`config.mk`:
```
export PLATFORM = sky130hd
export DESIGN_NAME = llph_front
export DESIGN_NICKNAME = d
export VERILOG_FILES = /design/src/hw/rtl/assert_macros.svh /design/src/hw/rtl/llph_pkg.sv /design/src/hw/rtl/llph_front.sv
export SDC_FILE = /design/constraint.sdc
export NUM_CORES = 1
export LEC_CHECK = 0
export BUFFER_PORTS_ARGS = -buffer_cell sky130_fd_sc_hd__buf_2
export CORE_MARGIN = 5
export CORE_UTILIZATION = 50
export CTS_BUF_LIST = sky130_fd_sc_hd__clkbuf_8 sky130_fd_sc_hd__clkbuf_16
export DETAILED_ROUTE_END_ITERATION = 7
export GPL_TIMING_DRIVEN = 0
export PLACE_DENSITY = 0.82
export SYNTH_ARGS = -nofsm -noshare
export SYNTH_HDL_FRONTEND = slang
export SYNTH_SLANG_ARGS = --single-unit
export TNS_END_PERCENT = 30
```
`constraint.sdc`:
```
create_clock -name aclk -period 17.8 [get_ports aclk]
set_input_delay 4.45 -clock aclk [delete_from_list [all_inputs] [get_ports aclk]]
set_output_delay 4.45 -clock aclk [all_outputs]
set_load 0.05 [all_outputs]
```
`src/hw/rtl/assert_macros.svh`:
```
// assertion helpers
`ifndef ASSERT_MACROS_SVH
`define ASSERT_MACROS_SVH

`define ASSERT_CLK(label, prop, msg) \
    label: assert property (@(posedge aclk) disable iff (!aresetn) prop) else $error(msg);

`define ASSERT_NEVER(label, cond, msg) \
    label: assert property (@(posedge aclk) disable iff (!aresetn) !(cond)) else $error(msg);

`endif

```
`src/hw/rtl/llph_pkg.sv`:
```
package llph_pkg;

    localparam int MAX_ROW_WIDTH_DEF = 1024;
    localparam int LINE_ROWS_DEF     = 512;
    localparam int SCAN_COLS_DEF     = 256;

    localparam logic [1:0] OP_PIXEL = 2'd0;
    localparam logic [1:0] OP_CLEAR = 2'd1;
    localparam logic [1:0] OP_READ  = 2'd2;

    localparam logic KIND_PEAK = 1'b0;
    localparam logic KIND_READ = 1'b1;

    localparam logic [1:0] REG_THRESHOLD = 2'd0;
    localparam logic [1:0] REG_ROW_WIDTH = 2'd1;
    localparam logic [1:0] REG_DIGITIZE  = 2'd2;

    localparam logic [15:0] HEIGHT_FULL = 16'd65280;

    typedef enum logic [1:0] {
        CMD_PEAK,
        CMD_CLEAR,
        CMD_READ
    } cmd_kind_t;

    // one queued command from the front to the back
    typedef struct packed {
        cmd_kind_t   kind;
        logic [8:0]  row;
        logic [9:0]  pos;
        logic [15:0] power;
        logic        detected;
        logic        write_hm;
        logic [8:0]  spot;
        logic [7:0]  read_col;
    } cmd_t;

endpackage

```
`src/hw/rtl/llph_front.sv`:
```
module llph_front (
    input  logic                aclk,
    input  logic                aresetn,
    input  logic                in_valid,
    output logic                in_ready,
    input  logic [1:0]          op,
    input  logic [15:0]         pixel,
    input  logic                last_in_row,
    input  logic                last_in_frame,
    input  logic signed [8:0]   slider_pos,
    input  logic [7:0]          read_col,
    input  logic [8:0]          read_row,
    input  logic [15:0]         line_threshold,
    input  logic                digitize_enable,
    output logic                cmd_valid,
    input  logic                cmd_ready,
    output llph_pkg::cmd_t      cmd
);

    logic [15:0] run_max_reg;
    logic [9:0]  run_pos_reg;
    logic [9:0]  col_count_reg;
    logic [8:0]  row_count_reg;
    logic [15:0] max_next;
    logic [9:0]  pos_next;
    logic        accept;
    logic        row_end;

    assign in_ready = cmd_ready;
    assign accept = in_valid && in_ready;
    assign row_end = last_in_row || last_in_frame;

    always_comb begin
        max_next = run_max_reg;
        pos_next = run_pos_reg;
        if (pixel > run_max_reg) begin
            max_next = pixel;
            pos_next = col_count_reg;
        end
    end

    always_comb begin
        cmd = '0;
        cmd_valid = 1'b0;
        cmd.row = row_count_reg;
        cmd.pos = pos_next;
        cmd.power = max_next;
        cmd.detected = (max_next >= line_threshold);
        cmd.spot = slider_pos;
        cmd.read_col = read_col;
        case (op)
            llph_pkg::OP_PIXEL: begin
                cmd.kind = llph_pkg::CMD_PEAK;
                cmd_valid = in_valid && row_end;
                cmd.write_hm = cmd.detected && digitize_enable && !slider_pos[8];
            end
            llph_pkg::OP_CLEAR: begin
                cmd.kind = llph_pkg::CMD_CLEAR;
                cmd_valid = in_valid;
            end
            llph_pkg::OP_READ: begin
                cmd.kind = llph_pkg::CMD_READ;
                cmd.row = read_row;
                cmd_valid = in_valid;
            end
            default: begin
                cmd.kind = llph_pkg::CMD_PEAK;
            end
        endcase
    end

    always_ff @(posedge aclk) begin
        if (!aresetn) begin
            run_max_reg <= '0;
            run_pos_reg <= '0;
            col_count_reg <= '0;
            row_count_reg <= '0;
        end else if (accept && op == llph_pkg::OP_PIXEL) begin
            if (row_end) begin
                run_max_reg <= '0;
                run_pos_reg <= '0;
                col_count_reg <= '0;
                row_count_reg <= last_in_frame ? 9'd0 : row_count_reg + 9'd1;
            end else begin
                run_max_reg <= max_next;
                run_pos_reg <= pos_next;
                col_count_reg <= col_count_reg + 10'd1;
            end
        end
    end

endmodule

```
# Word-level counts from Yosys, hierarchy flattened
# Index checks and enable logic that the tools add are counted.
# classes
add_sub_neg,2
n_lt_le_gt_ge,2
n_eq_ne,2
muxes,10
reduce_logical,10
# ops
cell,n
2-to-1 mux 16 bit,2
2-to-1 mux 10 bit,3
2-to-1 mux 9 bit,2
greater-or-equal comparator 16 bit,1
greater-than comparator 16 bit,1
"adder 10 x 1 -> 10 bit, second input constant",1
"adder 9 x 1 -> 9 bit, second input constant",1
logical AND 1 bit,5
case mux 2 bit (2 select lines),1
"equality test 2 x 1 -> 1 bit, second input constant",1
"equality test 2 bit, second input constant",1
logical NOT 2 bit,1
case mux 1 bit (2 select lines),1
AND reduction 2 bit,1
OR reduction 2 bit,1
logical NOT 1 bit,1
logical OR 1 bit,1
2-to-1 mux 1 bit,1
# word_totals
ff_bits,45
inputBits,67
out_inout_bits,58

# Logic depth before layout (Yosys ltp)
# logic_depth
word_depth,6
depth_mapped,16
depth_no_buf,15

# Least setup slack after synthesis
# OpenSTA, ideal clock, no wires.
# synth_timing
path_kind,input to output
startpoint,in pixel[15]
endpoint,out cmd[17] in the netlist's numbering
t_arrival_ns,8.326
required_time_ns,13.350
slack_ns,5.024
stages,14
cell_sequence,ha_1 nand4_1 or3_4 or3_4 nand2_4 buf_6 mux2_2 ha_1 a211oi_1 nand2_1 a21oi_1 a2111oi_0 a211o_1 and4b_1
# synth_lines
item,line_no,source
from (decl),llph_front.sv:7,"input logic [15:0] pixel,"
to (decl),llph_front.sv:17,output llph_pkg::cmd_t cmd

==> key figures <==
Yosys
  – Synth Warn #: 0
  – Async SR Flop Fraction: 0%
  – Sequential-to-total area share from yosys stat: 27.9%
  – Area share of the largest cell type after synthesis: 27.9%
  – Post-synth top flop: dfxtp_1
  – Register bit total from synthesis: 45
  – Commonest cells post-synth: dfxtp_1 (45), ha_1 (39), inv_1 (34)
  – Avg Cell Area, Syn: 9.54 µm²
  – Synth area leaders: dfxtp_1 (28%), ha_1 (15%), mux2_2 (9.1%)
  – Syn_nets: 445
  – Post-synth top area cell: dfxtp_1
  – Most frequent cell after synthesis: dfxtp_1
  – Synth cell types: 43
  – Number of flops mapped to enable cells by yosys: 0
  – Mapped cell area: 3230 µm²
  – Syn Inst Count: 339

Final layout
  – # nets final: 559
  – Antenna diode count: 0
  – Ratio of cells with drive above 1 in the final layout: 40.1%
  – Reg area: 901 µm²
  – Area Growth Syn to Fin: 23.3%
  – Multi-input logic area: 1960 µm²
  – Number of flip-flops in the largest register: 16
  – Filler instances: 540

Status
  – Status: completed

Die
  – Starting Density: 51.2%
  – # IOs: 125
  – Die ar.: 8170 µm²
  – Die Wd: 90.4 µm
  – Num rows: 29
  – Core Area: 6310 µm²
  – Die H: 90.4 µm

Placement
  – I/O Buffers: 107
  – Hpwl dp: 6.48 mm
  – RD Place Congestion: 0.851

Worst setup path
  – R2R Setup Slk: 15.27 ns
  – Worst Path Required: 13.35 ns
  – Crit path kind: in -> out
  – Worst reg2reg path depth: 9
  – Startpoint Class: primary input
  – Critical Path Fanout Max: 10
  – Reg-to-Reg Start: run_max_reg[14]
  – Worst Setup SP: pixel[15]
  – CP arrival: 8.36 ns
  – Worst Setup End Kind: output pin

Clock tree
  – CTS Root Cell: clkbuf_8
  – CTS Sinks: 45
  – TritonCTS clock tree: built
  – Clk slew on worst S/H paths: 0.09 ns
  – Cts bufs inserted: 5
  – Post-CTS Resized: 0
  – Postcts setup bufs: 0
  – CTS Hold Bufs: 0
  – CTS max path bufs: 2
  – Worst skew pair latency: 0.30 ns
  – H-Tree Level Count: 2

STA
  – RSZ-0062 raised after global routing: no
  – Slew @ Worst Pin: 0.535 ns
  – Achievable frequency: 78.1 MHz
  – Final Setup Violations: 0
  – Final Max Slew Viols: 0
  – Tmin final: 12.81 ns
  – Setup TNS Final: 0 ns
  – Final Cycle Share: 72.0%
  – Skew final: 0.00538 ns
  – Slew headroom: 64.3%
  – Hold Fails Final Rpt: 0

Power
  – Power Dens Cells: 63.7 nW/µm²
  – Leakage: 1.93 nW
  – Total Power: 254 µW
  – Peak supply drop: 0.0554 mV

Worst hold path
  – Worst Min Path Start: run_pos_reg[2]
  – Hold crit path type: reg -> reg
  – Min-Delay Path Depth: 1

GRT
  – Largest net degree at the start of global routing: 15
  – Total gr overflow: 0
  – GRT Total Usage: 19.1%
  – Global-route wire length before repair: 13.3 mm
  – Vias in the first global route: 2,894
  – Initial antenna violation count: 0

Routing
  – DRC Markers: 0
  – ANT nets after route: 0
  – Drt initial violations: 64
  – Drt total wl: 8.01 mm
  – 1st-pass router iterations: 4
  – Vias after detailed routing: 2,867
  – Via density per instance: 5.40
  – Routed len/inst: 15.1 µm

Flow run
  – Maxcap violations: 0
path summary, 6_finish.rpt:
check                         to
setup reg to reg  run_max_reg[2]
setup / recovery         cmd[17]
hold reg to reg   run_pos_reg[2]
hold / removal    run_pos_reg[2]
cell usage in the layout, fill, tap and decap left out, types with 3 or more instances in the layout:
master / n
inv_1: 34
xor2_1: 9
buf_6: 5
clkbuf_1: 7
o21ai_0: 7
and3_1: 5
dfxtp_1: 45
nand4_1: 5
nand3_1: 9
a21oi_1: 14
nor3_1: 4
nor2_1: 16
nand2_1: 16
a211o_1: 3
buf_2: 107
a21o_1: 3
buf_4: 18
a32o_1: 26
ha_1: 39
clkbuf_8: 6
mux2_2: 26
nor2b_1: 7
mux2_4: 9
power breakdown:
group          total, mW  switching (mW)  internal (mW)
clock network     0.0811          0.0355         0.0456
logic             0.0715          0.0459         0.0256
registers          0.101        0.000257          0.101
total              0.254          0.0817          0.172
cell type report:
| cell class | instances | area share (%) |
|---|---|---|
| inverter | 34 | 3.20 |
| tap | 77 | 2.42 |
| sequential | 45 | 22.6 |
| clock inverter | 2 | 0.942 |
| timing repair buffer | 107 | 13.4 |
| multi-input combinational | 228 | 49.1 |
| buffer | 32 | 6.22 |
| clock buffer | 6 | 2.07 |
per-layer routing:
layer	vias up	track usage, %	share of wire [%]
met1	1333	21.7	40
li1	1435	-	-
met3	13	4.67	7.0
met4	0	5.46	1.6
met5	-	0	0
met2	86	35.0	51
critical path, cell delays in order:
cell and delay (ns):
buf_2 0.12, ha_1 0.30, nand4_1 0.16, or3_4 0.44
or3_4 0.42, nand2_4 0.16, buf_6 0.21, mux2i_1 0.30
ha_1 0.27, nand2b_1 0.14, a21o_1 0.17, a21o_1 0.18
a211o_1 0.30, a211o_1 0.34, and4b_1 0.18, buf_2 0.21
kinds of logic after synthesis:
group                      after synthesis  share of synthesized area (%)
muxes                                   36                           13.5
AOI/OAI and AO/OA                       63                           15.7
xor gates and xnor gates                11                           2.98
DFF                                     45                           27.9
adders and majority gates               39                           15.1
and+or+nand+nor                         79                           13.2
buffers and inverters                   66                           11.6
per-stage QoR:
step                cells  instance area [µm²]  hold WS [ns]  setup WS, ns  util, %
floorplan             339                 3230         0.456          5.02        -
global placement      523                 3860         0.470          5.05     61.2
detailed placement    523                 3860         0.482          5.02     61.2
CTS                   531                 3990         0.503          5.00     63.1
global route          531                 3990         0.525          4.86     63.1
finish                531                 3990         0.502          4.99     63.1
Note: power is estimated with default switching activity, not from simulation.
