`src/hw/rtl/assert_macros.svh`:
```
// assertion helpers
`ifndef ASSERT_MACROS_SVH
`define ASSERT_MACROS_SVH

`define ASSERT_CLK(label, prop, msg) \
    label: assert property (@(posedge aclk) disable iff (!aresetn) prop) else $error(msg);

`define ASSERT_NEVER(label, cond, msg) \
    label: assert property (@(posedge aclk) disable iff (!aresetn) !(cond)) else $error(msg);

`endif

```
`src/hw/rtl/llph_pkg.sv`:
```
package llph_pkg;

    localparam int MAX_ROW_WIDTH_DEF = 1024;
    localparam int LINE_ROWS_DEF     = 512;
    localparam int SCAN_COLS_DEF     = 256;

    localparam logic [1:0] OP_PIXEL = 2'd0;
    localparam logic [1:0] OP_CLEAR = 2'd1;
    localparam logic [1:0] OP_READ  = 2'd2;

    localparam logic KIND_PEAK = 1'b0;
    localparam logic KIND_READ = 1'b1;

    localparam logic [1:0] REG_THRESHOLD = 2'd0;
    localparam logic [1:0] REG_ROW_WIDTH = 2'd1;
    localparam logic [1:0] REG_DIGITIZE  = 2'd2;

    localparam logic [15:0] HEIGHT_FULL = 16'd65280;

    typedef enum logic [1:0] {
        CMD_PEAK,
        CMD_CLEAR,
        CMD_READ
    } cmd_kind_t;

    // one queued command from the front to the back
    typedef struct packed {
        cmd_kind_t   kind;
        logic [8:0]  row;
        logic [9:0]  pos;
        logic [15:0] power;
        logic        detected;
        logic        write_hm;
        logic [8:0]  spot;
        logic [7:0]  read_col;
    } cmd_t;

endpackage

```
`src/hw/rtl/llph_queue.sv`:
```
module llph_queue #(
    parameter int DEPTH = 4
) (
    input  logic           aclk,
    input  logic           aresetn,
    input  logic           wr_valid,
    output logic           wr_ready,
    input  llph_pkg::cmd_t wr_data,
    output logic           rd_valid,
    input  logic           rd_ready,
    output llph_pkg::cmd_t rd_data
);

    localparam int AW = $clog2(DEPTH);

    llph_pkg::cmd_t  mem_reg [DEPTH];
    logic [AW-1:0]   wp_reg;
    logic [AW-1:0]   rp_reg;
    logic [AW:0]     cnt_reg;
    logic            push;
    logic            pop;

    assign wr_ready = (cnt_reg != (AW+1)'(DEPTH));
    assign rd_valid = (cnt_reg != '0);
    assign rd_data = mem_reg[rp_reg];
    assign push = wr_valid && wr_ready;
    assign pop = rd_valid && rd_ready;

    always_ff @(posedge aclk) begin
        if (push) begin
            mem_reg[wp_reg] <= wr_data;
        end
    end

    always_ff @(posedge aclk) begin
        if (!aresetn) begin
            wp_reg <= '0;
            rp_reg <= '0;
            cnt_reg <= '0;
        end else begin
            if (push) begin
                wp_reg <= (wp_reg == AW'(DEPTH - 1)) ? '0 : wp_reg + AW'(1);
            end
            if (pop) begin
                rp_reg <= (rp_reg == AW'(DEPTH - 1)) ? '0 : rp_reg + AW'(1);
            end
            cnt_reg <= cnt_reg + (AW+1)'(push) - (AW+1)'(pop);
        end
    end

endmodule

```
`config.mk`:
```
export PLATFORM = sky130hd
export DESIGN_NAME = llph_queue
export DESIGN_NICKNAME = d
export VERILOG_FILES = /design/src/hw/rtl/assert_macros.svh /design/src/hw/rtl/llph_pkg.sv /design/src/hw/rtl/llph_queue.sv
export SDC_FILE = /design/constraint.sdc
export NUM_CORES = 1
export LEC_CHECK = 0
export CAP_MARGIN = 20
export CELL_PAD_IN_SITES_DETAIL_PLACEMENT = 1
export CELL_PAD_IN_SITES_GLOBAL_PLACEMENT = 2
export CORE_MARGIN = 2
export CORE_UTILIZATION = 49
export CTS_CLUSTER_SIZE = 25
export DETAILED_ROUTE_END_ITERATION = 6
export DONT_BUFFER_PORTS = 1
export PLACE_DENSITY = 0.79
export SLEW_MARGIN = 40
export SYNTH_ARGS = -nofsm -noshare
export SYNTH_HDL_FRONTEND = slang
export SYNTH_SLANG_ARGS = --single-unit
```
`constraint.sdc`:
```
create_clock -name aclk -period 2.93 [get_ports aclk]
set_input_delay 0.586 -clock aclk [delete_from_list [all_inputs] [get_ports aclk]]
set_output_delay 0.586 -clock aclk [all_outputs]
set_load 0.02 [all_outputs]
```
* Word-level counts from Yosys, hierarchy flattened
Memories as Yosys holds them, arrays and structs flattened. A register that Yosys moved wholly into a read port is not among the register bits.
Index checks and enable logic that the tools add are counted.
** Storage, ports and cells
- Memories :: 1
- Output and inout port bits :: 58
- Word-level logic and storage cells :: 20
- Register bits after elaboration :: 7
- Memory bits (writable) :: 224
- Input bits :: 60
** Cells by class
- Add/sub/neg operators :: 4
- Reductions and logical operators :: 3
- Mux-type cells :: 6
- Equality and inequality tests :: 3
** Memory list
- mem_reg :: depth 4, bits a word 56, rd ports 1, clocked after Yosys merged registers in 1, write ports 1, RTL line llph_queue.sv:16 : llph_pkg::cmd_t mem_reg [DEPTH];
** Operator list (count)
- 2-to-1 mux 2 bit :: 4
- adder 2 x 1 -> 2 bit, second input constant :: 2
- == test 2 bit, second input constant :: 2
- adder 3 x 1 -> 3 bit :: 1
- != test 3 bit, second input constant :: 1
- nonzero test 3 bit :: 1
- subtractor 3 x 1 -> 3 bit :: 1
- logical AND 1 bit :: 2
- 2-to-1 mux 1 bit :: 2

* Depth between registers and ports, before layout
Gate-level depths: netlist (run 1).
- Depth after elaboration :: 4
- Mapped depth :: 12
- Gate-level depth less buffers :: 11

* Least setup slack after synthesis (run 1)
OpenSTA, ideal clock, no wires.
- Kind :: reg2reg
- Start point :: reg cnt_reg[1]
- End point :: reg cnt_reg[2]
- Path buffers :: 1
- Setup time :: 0.115 ns
- Arrival :: 2.262 ns
- Clock period less this slack :: 2.377 ns
- Stages on the path, launching flop included :: 13
- Required time :: 2.815 ns
- Path slack :: 0.553 ns
- Path through :: dfxtp_1 -> or3b_1 -> buf_6 -> and2_4 -> inv_1 -> ha_1 -> inv_1 -> ha_1 -> inv_1 -> fa_1 -> xnor2_1 -> xnor2_1 -> and2_1
** Between the ends
- Word-level cells in the longest chain between the ends :: 4
- Elaborated cells between the ends (all ways) :: 6
- Classes of those cells :: add/sub: 2; eq/ne: 1; reduce/logical: 3
** RTL lines
- start, declared :: RTL line llph_queue.sv:19 : logic [AW:0] cnt_reg;
- start signal, assigned :: RTL line llph_queue.sv:47 : cnt_reg <= cnt_reg + (AW+1)'(push) - (AW+1)'(pop);
- != test 3 bit :: RTL line llph_queue.sv:23 : assign wr_ready = (cnt_reg != (AW+1)'(DEPTH));
- via wr_ready :: RTL line llph_queue.sv:7 : output logic wr_ready,
- logical AND 1 bit :: RTL line llph_queue.sv:26 : assign push = wr_valid && wr_ready;
- adder 3 x 1 -> 3 bit :: RTL line llph_queue.sv:47
- subtractor 3 x 1 -> 3 bit :: RTL line llph_queue.sv:47
The timed path passes the listed nets, and every way through them passes these cells.
A chain may end at the register's enable or synchronous reset.

==> summary.md, run 1 <==
| Metric | Value |
|---|---|
| # placed instances | 569 |
| Worst path required time | 2340 ps |
| Post-Place Setup Slack | 444 ps |
| Peak supply drop | 0.000574 V |
| FF-to-FF setup slack | 480 ps |
| Cell leakage power | 3.01 nW |
| Final core utilization | 56.1% |
| Initial antenna violation count | 0 |
| Layout cells sized above 1 | 28.0% |
| Max Cap Viol | 0 |
| Yosys top cell area share | 78.7% |
| CP arrival | 2070 ps |
| Total number of vias | 3466 |
| Critical Path Slowest Stage Cell | dfxtp_4 |
| Clock transition at the registers of the reported paths | 60 ps |
| Worst Path Max Fanout | 20 |
| # port buffers | 0 |
| Final Max Tran Viols | 0 |
| DIE WIDTH | 136 µm |
| Fin crit share | 90.7% |
| RSZ-0062 raised after global routing | no |
| Number of fill cells | 1458 |
| Worst min-delay path startpoint | wr_data[35] |
| Area of the die | 0.0185 mm² |
| WL per Instance | 25.3 µm |
| HPWL after DPL | 9970 µm |
| Number of flip-flops in the largest register | 224 |
| Nets@finish | 438 |
| IO Pins | 118 |
| YS warnings | 0 |
| Power per cell area | 908 mW/mm² |
| Cell Area, Synth | 0.00855 mm² |
| Synthesized net count | 412 |
| Starting Density | 49.8% |
| Primary FF master, synth | edfxtp_1 |
| Row cnt | 48 |
| CTS Root Buffer Type | clkbuf_16 |
| Mapped Avg Cell Area | 24.9 µm² |
| CTS tree | done |
| Vias per cell | 5.67 |
| Area grow syn2layout | 12.7% |
| Skew final | 21.2 ps |
| Worst path depth | 2 |
| Achievable Freq | 0.376 GHz |
| Worst-case reg-to-reg path depth | 10 |
| Routed wire length | 15500 µm |
| Tmin final | 2660 ps |
| Crit-path cells | buf_12 > mux4_2 |
| GR Util All Layers | 17.3% |
| Post-CTS setup buffers | 0 |
| Clk sink count | 233 |
| Critical Path End Type | primary output |
| Rel. slew slack | 60.4% |
| Worst setup margin | 271 ps |
| Post-CTS Resized | 0 |
| CTS max path bufs | 3 |
| Cells after synthesis | 344 |
| Die height | 136 µm |
| Worst min path class | in -> reg |
| Pwr Total | 0.00875 W |
| Number of antenna repair diodes | 0 |
| Drt initial violations | 197 |
| First drt pass iteration count | 4 |
| Hold-fix buffers, CTS | 0 |
| Pin count of the biggest net entering global routing | 34 |
| Final setup TNS | 0 ps |
| # DRC | 0 |
| CP max stage delay | 650 ps |
| Gp weighted congestion | 0.722 |
| Seq/Total Area, Yosys | 80.8% |
| GRT overflow | 0 |
| CTS Buf Count | 24 |
| Hold depth | 0 |
| Core area | 0.0172 mm² |
| Seq cells post-synth | 233 |
| CP Class | reg -> out |
| Reg2Reg Launch Point | cnt_reg[1]$_SDFF_PN0_ |
| Wire length of the first global-routing pass | 23500 µm |
| Status | finished clean |
| Worst-skew pair later-pin latency | 500 ps |
| Worst R2R End | cnt_reg[2]$_SDFF_PN0_ |
| Via count of the first global-routing pass | 3891 |
| Crit start category | flip-flop |
| Netlist cell types | 25 |
| Min-Delay Endpoint | mem_reg[0][35]$_DFFE_PP_ |
| Slew @ Worst Pin | 594 ps |
| Synth area leader | edfxtp_1 |
| Crit path max-delay family | flip-flops |
| Setup Viol. Count Final | 0 |
| Non-Filler Instances | 611 |
| H-tree depth | 1 |
| Post-synth EDFFs | 224 |
| Asr flop ratio synth | 0% |
| Hold Violations, Final | 0 |
| Dominant cells by area after synthesis | edfxtp_1 79%, mux4_2 15%, dfxtp_1 2.1% |
| WP buf/inv | 1 |
| ANT nets after route | 0 |
[metrics by stage]
stage,hold slack [ps],cell area [µm²]
final,178,9630
after global placement,499,8890
after detailed placement,517,8900
after CTS,159,9630
after floorplan,468,8550
after global routing,158,9630
[worst max-delay path by stage]
stage | from | to | slack (ps)
after floorplan | cnt_reg[1]$_SDFF_PN0_ | cnt_reg[2]$_SDFF_PN0_ | 550
after global placement | cnt_reg[1]$_SDFF_PN0_ | cnt_reg[2]$_SDFF_PN0_ | 600
after detailed placement | cnt_reg[1]$_SDFF_PN0_ | cnt_reg[2]$_SDFF_PN0_ | 440
after CTS | flip-flop | rd_data[55] | 200
after global routing | flip-flop | rd_data[55] | 130
final | flip-flop | rd_data[55] | 270
[metal layers]
layer / vias up / share of wire (%) / routed length (µm) / GRT usage [%]
met5: - / 0 / 0 / 0
met3: 24 / 8.8 / 1360 / 6.49
met2: 104 / 51 / 7870 / 29.5
met1: 1843 / 38 / 5950 / 20.8
met4: 0 / 1.9 / 296 / 4.51
li1: 1495 / - / - / -
[power breakdown]
group          switching (W)  internal (W)
sequential          0.000182       0.00404
clock                0.00113       0.00165
combinational        0.00106      0.000681
total                0.00238       0.00637
[synthesized netlist by cell type, types with 3 or more instances]
master and number:
edfxtp_1 224, mux4_2 56, dfxtp_1 9, ha_1 7, inv_1 6, buf_2 5
buf_4 5, nand2_1 5, and3_2 4, clkbuf_1 3
[layout by cell type (no fill, tap or decap)]
master     instances
mux2i_1            1
buf_12             3
o21ai_1            1
fa_1               1
inv_8              1
and3_4             3
nand3_1            2
nor2b_1            1
dfxtp_4            1
clkbuf_16         25
or3b_1             1
mux4_2            56
or3_2              1
and2_4             1
bufinv_16          1
nand4_1            1
clkinv_1           5
edfxtp_1         224
nor2_1             2
o31ai_1            1
o21ai_0            2
dfxtp_1            7
nand2_1            5
dfxtp_2            1
and2_1             2
ha_1               7
and3_2             1
clkinv_2           3
buf_4             11
xnor2_1            2
clkbuf_1           7
inv_1              6
[logic make-up after synthesis]
kind of cell    count (synthesis)  synth area share (%)
compound gates                  4                 0.263
xor+xnor                        2                 0.205
fa+ha+maj                       8                  1.26
buf+inv                        20                  1.26
flops                         233                  80.8
mux                            57                  14.9
simple gates                   20                  1.36
[worst register-to-register path, cell delays in order (launching register included)]
cell	delay [ps]
dfxtp_1	360
o31ai_1	540
inv_1	100
ha_1	290
inv_1	60
ha_1	130
inv_1	50
fa_1	380
xnor2_1	150
xnor2_1	120
and2_1	160
[cell type report]
type                            instances  area (µm²)  share of cell area, %
Timing Repair Buffer                   14         143                   1.48
Sequential cell                       233        6910                   71.8
Tap cell                              225         282                   2.92
Multi-Input combinational cell         91        1550                   16.1
Clock buffer                           32         652                   6.77
Clock inverter                         10        75.1                  0.779
Inverter                                6        22.5                  0.234
(Power assumes the default switching activity.)
==> run 2: changes to the inputs <==
==> constraint.sdc (replaced) <==
create_clock -name aclk -period 2.93 [get_ports aclk]
set_input_delay 0.1465 -clock aclk [delete_from_list [all_inputs] [get_ports aclk]]
set_output_delay 0.1465 -clock aclk [all_outputs]
set_load 0.02 [all_outputs]
==> summary.md, run 2 (same netlist as run 1, synthesis figures left out) <==
| Metric | Value |
|---|---|
| FF-to-FF setup slack | 470 ps (about the same) |
| CTS tree | done |
| Worst-skew pair later-pin latency | 520 ps (+20 ps) |
| CTS Root Buffer Type | clkbuf_16 |
| IO Pins | 118 (unchanged) |
| WL per Instance | 23.5 µm (-7.3%) |
| CTS Buf Count | 25 (+4.2%) |
| Core area | 0.0172 mm² (unchanged) |
| Hold depth | 1 (+1) |
| GRT overflow | 0 (unchanged) |
| Number of fill cells | 1424 (-2.3%) |
| Achievable Freq | 0.406 GHz (+8.0%) |
| Peak supply drop | 0.000557 V (-3.0%) |
| Worst R2R End | cnt_reg[2]$_SDFF_PN0_ |
| CP arrival | 2850 ps (+780 ps) |
| Critical Path Slowest Stage Cell | o31ai_1 |
| Drt initial violations | 124 (-37%) |
| Hold Violations, Final | 0 (unchanged) |
| Layout cells sized above 1 | 25.2% (-2.8 points) |
| Worst path required time | 3320 ps (+980 ps) |
| Reg2Reg Launch Point | cnt_reg[1]$_SDFF_PN0_ |
| Wire length of the first global-routing pass | 24200 µm (+3.3%) |
| Post-CTS setup buffers | 0 (unchanged) |
| Rel. slew slack | 59.6% (-0.82 points) |
| Nets@finish | 493 (+13%) |
| Die height | 136 µm (unchanged) |
| Number of flip-flops in the largest register | 224 (unchanged) |
| Clock Power Share | 33.5% (+1.7 points) |
| Min-Delay Endpoint | mem_reg[3][51]$_DFFE_PP_ |
| Status | finished clean |
| GR Util All Layers | 17.6% (+0.31 points) |
| Critical Path Most Common Cell | inv_1 |
| Area of the die | 0.0185 mm² (unchanged) |
| Total number of vias | 3730 (+7.6%) |
| Power per cell area | 880 mW/mm² (-3.0%) |
| Final Max Tran Viols | 0 (unchanged) |
| CTS max path bufs | 3 (unchanged) |
| Crit path max-delay family | adder cells |
| Max Cap Viol | 0 (unchanged) |
| First drt pass iteration count | 4 (unchanged) |
| Slew @ Worst Pin | 602 ps (+7.22 ps) |
| HPWL after DPL | 9360 µm (-6.1%) |
| Row cnt | 48 (unchanged) |
| Worst-case reg-to-reg path depth | 10 (unchanged) |
| Vias per cell | 5.58 (-1.7%) |
| WP buf/inv | 3 (+2) |
| ANT nets after route | 0 (unchanged) |
| Clk sink count | 233 (unchanged) |
| Sw Share | 27.2% (+0.067 points) |
| Final setup TNS | 0 ps (unchanged) |
| Worst path depth | 10 (+8) |
| Clock transition at the registers of the reported paths | 60 ps (about the same) |
| Critical Path End Type | flip-flop |
| Skew final | 25.8 ps (+4.62 ps) |
| Worst min-delay path startpoint | wr_valid |
| Commonest cells after routing, fill and taps aside | 224 x edfxtp_1, 59 x dlygate4sd3_1, 56 x mux4_2, 25 x clkbuf_16 |
| RSZ-0062 raised after global routing | no |
| Routed wire length | 15700 µm (+1.5%) |
| Area grow syn2layout | 20.5% |
| # DRC | 0 (unchanged) |
| Worst Path Max Fanout | 5 (-75%) |
| Initial antenna violation count | 0 (unchanged) |
| # port buffers | 0 (unchanged) |
| Psw | 0.00247 W (+3.9%) |
| Via count of the first global-routing pass | 4175 (+7.3%) |
| Worst min path class | in -> reg |
| Gp weighted congestion | 0.657 (-9.0%) |
| H-tree depth | 1 (unchanged) |
| Pin count of the biggest net entering global routing | 37 (+8.8%) |
| Crit start category | flip-flop |
| Commonest non-fill, non-tap cell in the layout | edfxtp_1 |
| Combinational share of power | 20.1% (+0.2 points) |
| DIE WIDTH | 136 µm (unchanged) |
| Starting Density | 49.8% (unchanged) |
| Power Internal | 0.00660 W (+3.6%) |
| CP Class | reg -> reg |
| Sequential share of power | 46.4% (-1.9 points) |
| Fin crit share | 84.0% (-6.7 points) |
| Setup Viol. Count Final | 0 (unchanged) |
| Crit-path cells | o31ai_1 > inv_1 > ha_1 > inv_1 > ha_1 > inv_1 > fa_1 > xnor2_1 > xnor2_1 > and2_1 |
| CP max stage delay | 560 ps (-90 ps) |
| Number of antenna repair diodes | 0 (unchanged) |
| Pwr Total | 0.00907 W (+3.7%) |
| Cell leakage power | 3.28 nW (+8.9%) |
| Tmin final | 2460 ps (-198 ps) |
## run 2: cell count changes in the layout (fill, tap and decap cells not counted), moves of 3 or more
cell	delta
buf_12	+3
dlygate4sd3_1	+59
and3_2	+3
and3_4	-3
clkinvlp_4	+3
clkbuf_1	-4
buf_4	-8
## run 2: layout make-up
class | count | area, µm² | area share [%]
Multi-Input combinational cell | 91 | 1540 | 14.9
Sequential cell | 233 | 6910 | 67.1
Clock inverter | 18 | 179 | 1.74
Clock buffer | 28 | 637 | 6.18
Timing Repair Buffer | 68 | 733 | 7.12
Tap cell | 225 | 282 | 2.73
Inverter | 6 | 22.5 | 0.219
## run 2: power by group through the flow
stage | logic (W) | clock network [W] | registers, W
6_report | 0.00183 | 0.00304 | 0.00420
5_1_grt | 0.00195 | 0.00322 | 0.00425
4_1_cts | 0.00187 | 0.00310 | 0.00422
3_5_place_dp | 0.00177 | 0 | 0.00429
3_3_place_gp | 0.00175 | 0 | 0.00425
2_1_floorplan | 0.00150 | 0 | 0.00417
## run 2: stage by stage
step           worst slack (ps)  cells  utilization (%)  hold slack [ps]  area [µm²]
2_1_floorplan               553    344                -              245        8550
5_1_grt                     341    669             60.0              269       10300
3_3_place_gp                618    564             51.8              246        8890
3_5_place_dp                460    564             51.8              245        8890
6_report                    469    669             60.0              241       10300
4_1_cts                     452    669             60.0              256       10300
## run 2: how the worst max path moves through the flow
stage	startpoint	to	slack [ps]
floorplan	cnt_reg[1]$_SDFF_PN0_	cnt_reg[2]$_SDFF_PN0_	550
global placement	cnt_reg[1]$_SDFF_PN0_	cnt_reg[2]$_SDFF_PN0_	620
detailed placement	cnt_reg[1]$_SDFF_PN0_	cnt_reg[2]$_SDFF_PN0_	460
CTS	cnt_reg[1]$_SDFF_PN0_	cnt_reg[2]$_SDFF_PN0_	450
global route	cnt_reg[1]$_SDFF_PN0_	cnt_reg[2]$_SDFF_PN0_	340
finish	cnt_reg[1]$_SDFF_PN0_	cnt_reg[2]$_SDFF_PN0_	470
## run 2: metal layers
layer | global-route usage (%) | vias up | routed length (µm)
met5 | 0 | - | 0
met4 | 5.15 | 0 | 320
met3 | 4.62 | 29 | 1150
met2 | 29.9 | 123 | 8150
met1 | 22.4 | 1962 | 6090
li1 | - | 1616 | -
## run 2: what timing repair did
item                                    4_1_cts  5_1_grt
hold buffers                                 59        0
endpoints found under the setup margin        0        0
gates resized for setup                       0        0
endpoints found under the hold margin       233        0
==> run 3: changes to the inputs <==
Settings changed: CORE_UTILIZATION 49 to 44, PLACE_DENSITY 0.79 to 0.75.
Clock period 2.93 ns to 2.2 ns, I/O delays scaled along.
==> summary.md, run 3 (same netlist as run 1, synthesis figures left out) <==
| Metric | Value |
|---|---|
| Clk sink count | 233 (unchanged) |
| Wire length of the first global-routing pass | 25400 µm (+4.7%) |
| Max Cap Viol | 0 (unchanged) |
| CTS tree | done |
| IO Pins | 118 (unchanged) |
| Row cnt | 50 (+4.2%) |
| Met2 WL | 8280 µm (+1.7%) |
| GR Util All Layers | 16.5% (-1.1 points) |
| Worst-skew pair later-pin latency | 510 ps (about the same) |
| Final core utilization | 55.6% (-4.3 points) |
| CP Class | reg -> reg |
| Crit start category | flip-flop |
| Worst min path class | in -> reg |
| Routed wire length | 16300 µm (+3.8%) |
| Commonest cells after routing, fill and taps aside | 224 x edfxtp_1, 67 x dlygate4sd3_1, 56 x mux4_2, 25 x clkbuf_16, 20 x buf_4 |
| Top Layer Used | met4 |
| Cell leakage power | 3.37 nW (+2.6%) |
| Design area | 0.0105 mm² (+2.0%) |
| Layout cells sized above 1 | 28.6% (+3.4 points) |
| DIE WIDTH | 143 µm (+5.4%) |
| Initial antenna violation count | 0 (unchanged) |
| Tmin final | 2180 ps (-279 ps) |
| Area grow syn2layout | 22.9% |
| WL met1 | 6540 µm (+7.4%) |
| Status | finished clean |
| RSZ-0062 raised after global routing | yes |
| WL met3 | 1080 µm (-6.3%) |
| Hold Violations, Final | 0 (unchanged) |
| Critical Path End Type | flip-flop |
| Placed instance area | 0.00896 mm² (+0.75%) |
| Skew final | 7.03 ps (-18.7 ps) |
| CTS Root Buffer Type | clkbuf_16 |
| Gp weighted congestion | 0.668 (+1.6%) |
| Via count of the first global-routing pass | 4454 (+6.7%) |
| First drt pass iteration count | 4 (unchanged) |
| Worst path required time | 2600 ps (-720 ps) |
| ANT nets after route | 0 (unchanged) |
| Drt initial violations | 160 (+29%) |
| Total number of vias | 3816 (+2.3%) |
| Fin crit share | 99.2% (+15 points) |
| # DRC | 0 (unchanged) |
| GRT overflow | 0 (unchanged) |
| # port buffers | 0 (unchanged) |
| Slew @ Worst Pin | 559 ps (-42.1 ps) |
| Achievable Freq | 0.458 GHz (+13%) |
| Number of fill cells | 1613 (+13%) |
| Pwr Total | 0.0123 W (+35%) |
| Clock transition at the registers of the reported paths | 60 ps (about the same) |
| Final Max Tran Viols | 0 (unchanged) |
| Number of flip-flops in the largest register | 224 (unchanged) |
| Vias per cell | 5.26 (-5.6%) |
| Nets@finish | 514 (+4.3%) |
| H-tree depth | 1 (unchanged) |
| Worst Path Max Fanout | 2 (-3) |
| Core area | 0.0189 mm² (+10%) |
| Register Area | 0.00691 mm² (about the same) |
| CTS max path bufs | 3 (unchanged) |
| HPWL after DPL | 9460 µm (+1.0%) |
| Area used by multi-input combinational logic | 0.00158 mm² (+2.8%) |
| Setup Viol. Count Final | 0 (unchanged) |
| FF-to-FF setup slack | 20 ps (-450 ps) |
| WL per Instance | 22.5 µm (-4.2%) |
| Peak supply drop | 0.000624 V (+12%) |
| Power per cell area | 1170 mW/mm² (+33%) |
| CP arrival | 2580 ps (-270 ps) |
| Area of the die | 0.0206 mm² (+11%) |
| Pin count of the biggest net entering global routing | 35 (-5.4%) |
| Rel. slew slack | 62.7% (+3.1 points) |
| CTS Buf Count | 25 (unchanged) |
| Number of antenna repair diodes | 0 (unchanged) |
| Commonest non-fill, non-tap cell in the layout | edfxtp_1 |
| Starting Density | 45.3% (-4.5 points) |
| Die height | 143 µm (+5.4%) |
==> run 3: changes by cell type in the layout (fill, tap and decap cells not counted), sizes merged <==
cell,before,now
clkinvlp,3,2
buf,9,22
clkbuf,28,29
dlygate4sd3,59,67
==> run 3: area by class of cell <==
cell class | instances | share of cell area [%]
Sequential cell | 233 | 65.8
Timing Repair Buffer | 89 | 8.19
Clock buffer | 29 | 6.10
Tap cell | 260 | 3.10
Inverter | 6 | 0.262
Multi-Input combinational cell | 91 | 15.0
Clock inverter | 17 | 1.54
==> run 3: worst paths after layout <==
path / start / end / cells after the start
worst min-delay path: wr_valid / cnt_reg[1]$_SDFF_PN0_ / 5
worst max-delay path: cnt_reg[1]$_SDFF_PN0_ / cnt_reg[2]$_SDFF_PN0_ / 11
worst max register to register: cnt_reg[1]$_SDFF_PN0_ / cnt_reg[2]$_SDFF_PN0_ / 11
worst min register to register: cnt_reg[2]$_SDFF_PN0_ / cnt_reg[2]$_SDFF_PN0_ / 4
==> run 3: worst max-delay path: stages, from the launching register on <==
cell	delay (ps)
dfxtp_2	320
or3b_4	390
and2_4	160
inv_4	50
ha_4	200
inv_4	50
ha_4	110
inv_2	30
fa_2	360
xnor2_2	140
xnor2_1	120
and2_1	140
==> run 3: per-layer routing <==
| layer | up-vias | track usage (%) |
|---|---|---|
| met3 | 30 | 4.77 |
| met4 | 0 | 4.59 |
| met2 | 105 | 28.3 |
| li1 | 1664 | - |
| met1 | 2017 | 20.5 |
| met5 | - | 0 |
==> run 3: repair_timing <==
action,4_1_cts,5_1_grt
endpoints found under the hold margin,233,2
hold buffers,66,1
buffers inserted,3,1
pin swaps,6,1
endpoints found under the setup margin,1,20
resized for setup,10,1
==> run 3: per-stage QoR <==
step | TNS [ps] | cells | hold WS (ps) | setup slack, ps
2_1_floorplan | -96.0 | 344 | 209 | -96.0
3_3_place_gp | 0 | 608 | 209 | 26.5
3_5_place_dp | -60.4 | 608 | 209 | -60.4
4_1_cts | -19.1 | 723 | -294 | -19.1
5_1_grt | -104 | 725 | 208 | -82.9
6_report | 0 | 725 | 201 | 17.3
==> run 3: report_power, final <==
group	total [W]	switching (W)	leakage, nW	internal [W]
Sequential	0.00550	0.000123	2.13	0.00538
Combinational	0.00273	0.00163	0.849	0.00111
Clock	0.00403	0.00160	0.389	0.00243
Total	0.0123	0.00335	3.37	0.00892
